===== src/rtl/slfc_pkg.sv =====
// ----------------------------------------------------------------------------
// slfc_pkg
// Shared types and fixed constants of the stereo long FIR convolver:
// sample and tap formats, memory banking, scaling constants and the
// controller-to-datapath command and status structs.
// ----------------------------------------------------------------------------
package slfc_pkg;

    // Sample history: 4096 samples split over four banks
    localparam int HIST_DEPTH  = 4096;
    localparam int HIST_AW     = 12;
    localparam int LANES       = 4;
    localparam int LANE_W      = 2;
    localparam int HBANK_DEPTH = HIST_DEPTH / LANES;
    localparam int HBANK_AW    = HIST_AW - LANE_W;
    localparam int CHANNELS    = 2;

    // Data formats
    localparam int SAMPLE_W   = 32;
    localparam int COEF_W     = 24;
    localparam int IDX_W      = 12;
    localparam int PEAK_W     = 31;
    localparam int PROD_W     = SAMPLE_W + COEF_W;
    localparam int PAIR_W     = PROD_W + 1;
    localparam int QUAD_W     = PROD_W + 2;
    localparam int ACC_W      = PROD_W + HIST_AW;
    localparam int FRAC_SHIFT = 23;
    localparam int Q_W        = ACC_W - FRAC_SHIFT;

    // Output scaling: gain 64042 / 2^16, about -0.2 dB
    localparam int GAIN_W     = 16;
    localparam int SCALED_W   = SAMPLE_W + GAIN_W;
    localparam logic [GAIN_W-1:0]          GAIN_Q16 = 16'd64042;
    localparam logic signed [SAMPLE_W-1:0] CLAMP_HI = 32'sh7FFF_FE00;
    localparam logic signed [SAMPLE_W-1:0] CLAMP_LO = 32'sh8000_0000;
    localparam logic [SAMPLE_W-1:0]        OUT_MASK = 32'hFFFF_FFFC;

    // Length of the drain state that lets the last tap group reach the accumulator
    localparam int DRAIN_CYCLES = 4;

    // Request codes
    localparam logic REQ_SAMPLE = 1'b0;
    localparam logic REQ_COEF   = 1'b1;

    typedef enum logic [3:0] {
        ST_CLEAR,
        ST_IDLE,
        ST_DISPATCH,
        ST_MAC,
        ST_DRAIN,
        ST_CLAMP,
        ST_SCALE,
        ST_ROUND,
        ST_EMIT
    } t_state;

    typedef struct packed {
        logic                clear_wr;
        logic                accept;
        logic                coef_wr;
        logic                hist_wr;
        logic                mac_issue;
        logic                clamp;
        logic                scale;
        logic                round;
        logic                emit;
        logic [HBANK_AW-1:0] count;
    } t_cmd;

    typedef struct packed {
        logic is_coef;
        logic out_free;
    } t_sts;

endpackage


===== src/rtl/slfc_ctrl.sv =====
// ----------------------------------------------------------------------------
// slfc_ctrl
// Sequencer of the convolver: clearing pass after reset, request dispatch,
// tap walk, pipeline drain, output scaling steps and result hand-off.
// ----------------------------------------------------------------------------
module slfc_ctrl #(
    parameter int TAPS = 4096
) (
    input  logic          i_clk,
    input  logic          i_rst_n,
    input  logic          i_in_valid,
    output logic          o_in_ready,
    input  slfc_pkg::t_sts i_sts,
    output slfc_pkg::t_cmd o_cmd
);

    import slfc_pkg::*;

    localparam int TAP_LIM   = (TAPS < HIST_DEPTH) ? TAPS : HIST_DEPTH;
    localparam int TAP_DEPTH = (TAP_LIM + LANES - 1) / LANES;
    localparam logic [HBANK_AW-1:0] LAST_GROUP = HBANK_AW'(TAP_DEPTH - 1);
    localparam logic [HBANK_AW-1:0] LAST_CLEAR = HBANK_AW'(HBANK_DEPTH - 1);
    localparam logic [HBANK_AW-1:0] LAST_DRAIN = HBANK_AW'(DRAIN_CYCLES - 1);

    t_state              r_state, n_state;
    logic [HBANK_AW-1:0] r_count, n_count;

    // State and step counter
    always_ff @(posedge i_clk) begin
        if (!i_rst_n) begin
            r_state <= ST_CLEAR;
            r_count <= '0;
        end else begin
            r_state <= n_state;
            r_count <= n_count;
        end
    end

    // Next state
    always_comb begin
        n_state = r_state;
        n_count = r_count;
        case (r_state)
            ST_CLEAR: begin
                n_count = r_count + 1'b1;
                if (r_count == LAST_CLEAR) begin
                    n_state = ST_IDLE;
                    n_count = '0;
                end
            end
            ST_IDLE: begin
                if (i_in_valid) begin
                    n_state = ST_DISPATCH;
                end
            end
            ST_DISPATCH: begin
                n_count = '0;
                n_state = i_sts.is_coef ? ST_IDLE : ST_MAC;
            end
            ST_MAC: begin
                n_count = r_count + 1'b1;
                if (r_count == LAST_GROUP) begin
                    n_state = ST_DRAIN;
                    n_count = '0;
                end
            end
            ST_DRAIN: begin
                n_count = r_count + 1'b1;
                if (r_count == LAST_DRAIN) begin
                    n_state = ST_CLAMP;
                    n_count = '0;
                end
            end
            ST_CLAMP: n_state = ST_SCALE;
            ST_SCALE: n_state = ST_ROUND;
            ST_ROUND: n_state = ST_EMIT;
            ST_EMIT: begin
                if (i_sts.out_free) begin
                    n_state = ST_IDLE;
                end
            end
            default: begin
                n_state = ST_CLEAR;
                n_count = '0;
            end
        endcase
    end

    // Commands to the datapath
    always_comb begin
        o_cmd       = '0;
        o_cmd.count = r_count;
        case (r_state)
            ST_CLEAR:    o_cmd.clear_wr  = 1'b1;
            ST_IDLE:     o_cmd.accept    = i_in_valid;
            ST_DISPATCH: begin
                o_cmd.coef_wr = i_sts.is_coef;
                o_cmd.hist_wr = !i_sts.is_coef;
            end
            ST_MAC:      o_cmd.mac_issue = 1'b1;
            ST_CLAMP:    o_cmd.clamp     = 1'b1;
            ST_SCALE:    o_cmd.scale     = 1'b1;
            ST_ROUND:    o_cmd.round     = 1'b1;
            ST_EMIT:     o_cmd.emit      = i_sts.out_free;
            default:     o_cmd.count     = r_count;
        endcase
    end

    assign o_in_ready = (r_state == ST_IDLE);

`ifndef SYNTHESIS
    a_group_in_range: assert property (@(posedge i_clk) disable iff (!i_rst_n)
        r_state == ST_MAC |-> r_count <= LAST_GROUP)
        else $error("tap walk ran past the last tap group");

    a_emit_into_free: assert property (@(posedge i_clk) disable iff (!i_rst_n)
        o_cmd.emit |-> i_sts.out_free)
        else $error("result loaded over a result still waiting");

    a_frame_walk_start: assert property (@(posedge i_clk) disable iff (!i_rst_n)
        r_state == ST_DISPATCH && !i_sts.is_coef |=> r_state == ST_MAC && r_count == '0)
        else $error("sample frame did not start the tap walk at group zero");
`endif

endmodule


===== config.mk =====
export PLATFORM = sky130hd
export DESIGN_NAME = slfc_ctrl
export DESIGN_NICKNAME = d
export VERILOG_FILES = /design/src/rtl/slfc_pkg.sv /design/src/rtl/slfc_ctrl.sv
export SDC_FILE = /design/constraint.sdc
export NUM_CORES = 1
export LEC_CHECK = 0
export CORE_ASPECT_RATIO = 0.75
export CORE_MARGIN = 2
export CORE_UTILIZATION = 40
export DETAILED_ROUTE_END_ITERATION = 12
export DONT_BUFFER_PORTS = 1
export PLACE_DENSITY = 0.65
export SLEW_MARGIN = 30
export SYNTH_ARGS = -nofsm -noshare
export SYNTH_HDL_FRONTEND = slang
export SYNTH_SLANG_ARGS = --single-unit

===== constraint.sdc =====
create_clock -name i_clk -period 1.77 [get_ports i_clk]
set_input_delay 0.354 -clock i_clk [delete_from_list [all_inputs] [get_ports i_clk]]
set_output_delay 0.354 -clock i_clk [all_outputs]
set_load 0.05 [all_outputs]

==> results of run 1 <==
-- cells in the mapped netlist, types with 2 or more instances --
master	instances
nor2_1	15
dfxtp_1	14
nand3_1	8
nand2_1	7
nor3_1	7
nor2b_1	5
buf_6	3
inv_1	3
mux2i_1	3
nand4_1	3
o21ai_0	3
o21ai_2	3
xnor2_1	3
xor2_1	3
a21oi_1	2
a22oi_1	2
and3_1	2
buf_4	2
nor3b_1	2
or2b_2	2
or3_2	2
-- sequential cells by signal, summed over array words and instances, names as in the netlist --
signal,flops
r_state,4
r_count,10
-- cell families after synthesis --
kind of cell | Yosys count | share of synthesized area
simple gates | 63 | 0.368
compound gates | 18 | 0.152
flops | 14 | 0.296
buf+inv | 10 | 0.0833
xor+xnor | 6 | 0.0556
mux | 3 | 0.0317
fa+ha+maj | 1 | 0.0132
-- through the flow --
| step | utilization | power, mW |
|---|---|---|
| CTS | 0.529 | 1.30 |
| finish | 0.556 | 1.35 |
| global route | 0.556 | 1.44 |
| detailed placement | 0.504 | 1.08 |
| global placement | 0.504 | 1.07 |
| floorplan | - | 0.971 |
-- power breakdown --
group	internal (mW)	leakage, nW	switching [mW]
registers	0.364	0.117	0.0308
clock network	0.0791	0.0138	0.105
logic	0.288	0.394	0.485
-- final cells by class --
class | count | area share
multi-input cells | 92 | 0.523
flip-flops and latches | 14 | 0.232
repair buffers | 27 | 0.185
well taps | 34 | 0.0337
clock buffers | 3 | 0.0178
inverters | 3 | 0.00891
-- layer usage --
| layer | vias to the layer above | global-route usage | share of wire |
|---|---|---|---|
| met2 | 31 | 0.254 | 0.45 |
| met1 | 418 | 0.257 | 0.48 |
| met4 | 0 | 0.0400 | 0.0059 |
| met5 | - | 0 | 0 |
| li1 | 459 | - | - |
| met3 | 2 | 0.0730 | 0.062 |
-- timing repair --
action                     4_1_cts  5_1_grt
gates cloned                     0        1
setup endpoints to repair        6       13
buffers inserted                 2        1
resized for setup                7       12
pin swaps                        1        1
-- worst max path at each step --
| stage | start | end | cells past startpoint |
|---|---|---|---|
| 2_1_floorplan | r_state[0] | o_cmd[17] | 4 |
| 3_3_place_gp | r_state[2] | r_count[6] | 5 |
| 3_5_place_dp | r_state[2] | r_count[6] | 5 |
| 4_1_cts | r_state[0] | o_cmd[10] | 3 |
| 5_1_grt | r_state[2] | o_cmd[10] | 3 |
| 6_report | r_state[0] | o_cmd[10] | 3 |
==> flow_summary.yaml, run 1 <==
setup_path:
  worst-path-max-fanout: 4
  timing.rr.end: "r_count[4]"
  criticalPathCategory: "reg2out"
  crit_buf_inv: 1
  max_stage_delay_ps: 570
  path_delay_family: "simple AND/OR/NAND/NOR gates"
  reg2reg_slack_ps: 70
  critPathRequiredTime_ps: 1420
  start_kind: "flop"
  r2r_cells: 5
  r2r-start: "r_state[1]"
  arrival_ps: 1470
  crit_slowest_cell: "or4b_4"
  timing.critical_path.to_type: "primary output"
  crit_chain: "or4b_4 > nor2_4 > buf_12"
power:
  leakage_nw: 0.525
  ir_worst_vdd_v: 0.000667
  p_per_area_mw_per_mm2: 1070
route:
  drc: 0
  drtIter0Drc: 28
  wl_um: 2390
  ant_nets: 0
  vias: 910
  wl_per_cell_um: 13.8
  dr.pass1.iters: 4
  avgViaCountPerCell: 5.26
layout:
  final_cell_count_no_fill: 173
  area_growth_pct: 33.6
  layout_common_cells: "buf_4, nor2_1, nand3_1, dfxtp_2"
  final_nets: 147
  layout_commonest_cell: "buf_4"
  drive_gt1_frac: 0.439
  diodes: 0
  design_area_mm2: 0.00126
  seq_area_um2: 293
  nFillCells: 204
  multi_input_area_um2: 661
timing:
  hold_viol: 0
  finalCritPeriodShare: 1.03
  fin_ws_ps: -58.8
  clock_skew_ps: 5.14
  slew_headroom: 0.730
  rsz0062_at_grt: "true"
  drv_slew: 0
  tightest_slew_ps: 394
  setup_viol: 2
  setup_tns_ps: -89.7
  max_clock_freq_mhz: 547
  hold_ws_ps: 185
  post-route-min-period_ps: 1830
outcome:
  violations: "setup timing"
  status: "finished with violations"
synth:
  synth.net_count: 121
  synth_ff_type: "dfxtp_1"
  syn_area_per_cell_um2: 8.23
  synthTopCellsByArea: "dfxtp_1, nor2_1, nand3_1"
  ys_ff_latch: 14
  synth_edf_count: 0
  synth_top_cell_by_area: "dfxtp_1"
  yosysTopAreaCellShare: 0.296
  syn_inst: 115
  synth-seq-area-share: 0.296
  ys_warn_count: 0
  synth_cell_types: 42
  netlist_area_um2: 946
  ys_async_sr_fraction: 0
clocking:
  numClockSinks: 14
  cts.htree.levels: 1
  postCtsHoldBufs: 0
  cts_tree: "yes"
  clock_path_buffers: 2
  cts_root_buffer: "clkbuf_4"
  clkLatencyLatePin_ps: 290
  clkTransAtPathRegs_ps: 80
  cts_made_buffers: 3
placement:
  preCtsSetupSlack_ps: 62.5
  hpwl_um: 1630
  place_inst: 166
  place_congestion: 0.787
  post_dp_cell_area_mm2: 0.00114
  portBuffers: 0
hold_path:
  holdCritPathClass: "in2reg"
  holdPathEnd: "r_state[3]"
  holdPathStages: 1
  hp-start: "i_rst_n"
floorplan:
  io_pins: 25
  die_x_um: 60.2
  fp.dieH_um: 46.1
  rows: 15
  die_area_mm2: 0.00277
  start_util: 0.417
  core_area_mm2: 0.00227
global_routing:
  grt_pass1_vias: 792
  antenna_found_initial: 0
  gr-usage-all-layers: 0.181
  overflow: 0
  grt_first_pass_wirelength_um: 3660
  grt_max_degree: 16
flow_run:
  maxCapViolations: 0
Note: power is estimated with default switching activity, not from simulation.
==> run 2: changes to the inputs <==
- CORE_UTILIZATION: 40 -> 25
- PLACE_DENSITY: 0.65 -> 0.49
==> flow_summary.yaml, run 2 (same netlist as run 1, synthesis figures left out) <==
route:
  drc: 0
  ant_nets: 0
  highest_layer: "met4"
  wl_um: 2370
  wl_met3_um: 113
  avgViaCountPerCell: 4.72
  drtIter0Drc: 35
  dr.pass1.iters: 5
  vias: 915
  wl_met2_um: 1180
  drt-met1-wl_um: 1050
  wl_per_cell_um: 12.2
setup_path:
  reg2reg_slack_ps: 50
  timing.rr.end: "r_count[8]"
  worst-path-max-fanout: 5
  timing.critical_path.to_type: "primary output"
  criticalPathCategory: "reg2out"
  start_kind: "flop"
  r2r-start: "r_state[0]"
  r2r_cells: 7
  arrival_ps: 1440
  critPathRequiredTime_ps: 1420
layout:
  reg_top3: "r_count x10, r_state x4"
  final_nets: 149
  multi_input_area_um2: 626
  seq_area_um2: 292
  area_growth_pct: 36.4
  layout_common_cells: "buf_4, nor2_1, nand3_1"
  drive_gt1_frac: 0.408
  largest-register: "r_count"
  nFillCells: 364
  design_area_mm2: 0.00129
  diodes: 0
  layout_commonest_cell: "buf_4"
  largest_reg_flops: 10
hold_path:
  holdCritPathClass: "in2reg"
  hp-start: "i_rst_n"
  holdPathEnd: "r_state[3]"
  holdPathStages: 1
floorplan:
  start_util: 0.260
  die_x_um: 75.0
  rows: 19
  core_area_mm2: 0.00364
  fp.dieH_um: 57.3
  io_pins: 25
  die_area_mm2: 0.00430
global_routing:
  grt_first_pass_wirelength_um: 3720
  grt_max_degree: 16
  overflow: 0
  gr-usage-all-layers: 0.114
  antenna_found_initial: 0
  grt_pass1_vias: 814
power:
  ir_worst_vdd_v: 0.000408
  p_total_mw: 1.47
  leakage_nw: 0.526
  p_per_area_mw_per_mm2: 1140
clocking:
  clkLatencyLatePin_ps: 250
  clock_path_buffers: 2
  clkTransAtPathRegs_ps: 60
  cts_made_buffers: 3
  cts.htree.levels: 1
  cts_tree: "yes"
  numClockSinks: 14
  cts_root_buffer: "clkbuf_8"
timing:
  tightest_slew_ps: 393
  slew_headroom: 0.736
  rsz0062_at_grt: "true"
  max_clock_freq_mhz: 558
  drv_slew: 0
  setup_viol: 1
  post-route-min-period_ps: 1790
  clock_skew_ps: 4.62
  finalCritPeriodShare: 1.01
  hold_viol: 0
  setup_tns_ps: -21.3
  fin_ws_ps: -21.3
placement:
  portBuffers: 0
  post_dp_cell_area_mm2: 0.00117
  hpwl_um: 1740
  place_congestion: 0.790
outcome:
  violations: "setup timing"
  status: "finished with violations"
flow_run:
  maxCapViolations: 0
-- run 2: how the worst max path moves through the flow --
stage	start	to	slack (ps)	cells past startpoint
after floorplan	r_state[0]	o_cmd[17]	-200	4
after global placement	r_state[1]	r_count[6]	130	5
after detailed placement	r_state[1]	r_count[6]	60	5
after CTS	r_state[0]	o_cmd[10]	-20	3
after global routing	r_state[0]	o_cmd[10]	-50	3
final	r_state[0]	o_cmd[10]	-20	3
-- run 2: routing by layer --
| metal | vias to the layer above | global-route usage |
|---|---|---|
| met4 | 0 | 0.0255 |
| li1 | 461 | - |
| met5 | - | 0 |
| met3 | 4 | 0.0495 |
| met1 | 432 | 0.140 |
| met2 | 18 | 0.184 |
-- run 2: repair_timing --
action,4_1_cts,5_1_grt
hold buffers,0,0
pin swaps,1,1
gates resized for setup,5,2
setup endpoints to repair,3,7
buffers inserted,3,2
-- run 2: area by class of cell --
| type | instances | area share |
|---|---|---|
| repair buffers | 30 | 0.187 |
| well taps | 52 | 0.0504 |
| clock buffers | 4 | 0.0427 |
| flip-flops and latches | 14 | 0.226 |
| multi-input cells | 91 | 0.485 |
| inverters | 3 | 0.00873 |
-- run 2: worst max-delay path, cell delays in order (launching register included) --
cell	delay [ps]
dfxtp_4	360
or4b_4	560
nor2_4	120
buf_12	140
-- run 2: report_power, final --
part           total, mW  switching (mW)  internal [mW]
Sequential         0.406          0.0417          0.365
Combinational      0.746           0.455          0.290
Clock              0.318           0.120          0.197
-- run 2: through the flow --
stage	instances	setup WS, ps	util	hold slack, ps
2_1_floorplan	115	-196	-	487
3_3_place_gp	185	127	0.323	485
3_5_place_dp	185	63.7	0.323	486
4_1_cts	192	-16.9	0.347	222
5_1_grt	194	-48.3	0.355	230
6_report	194	-21.3	0.355	224
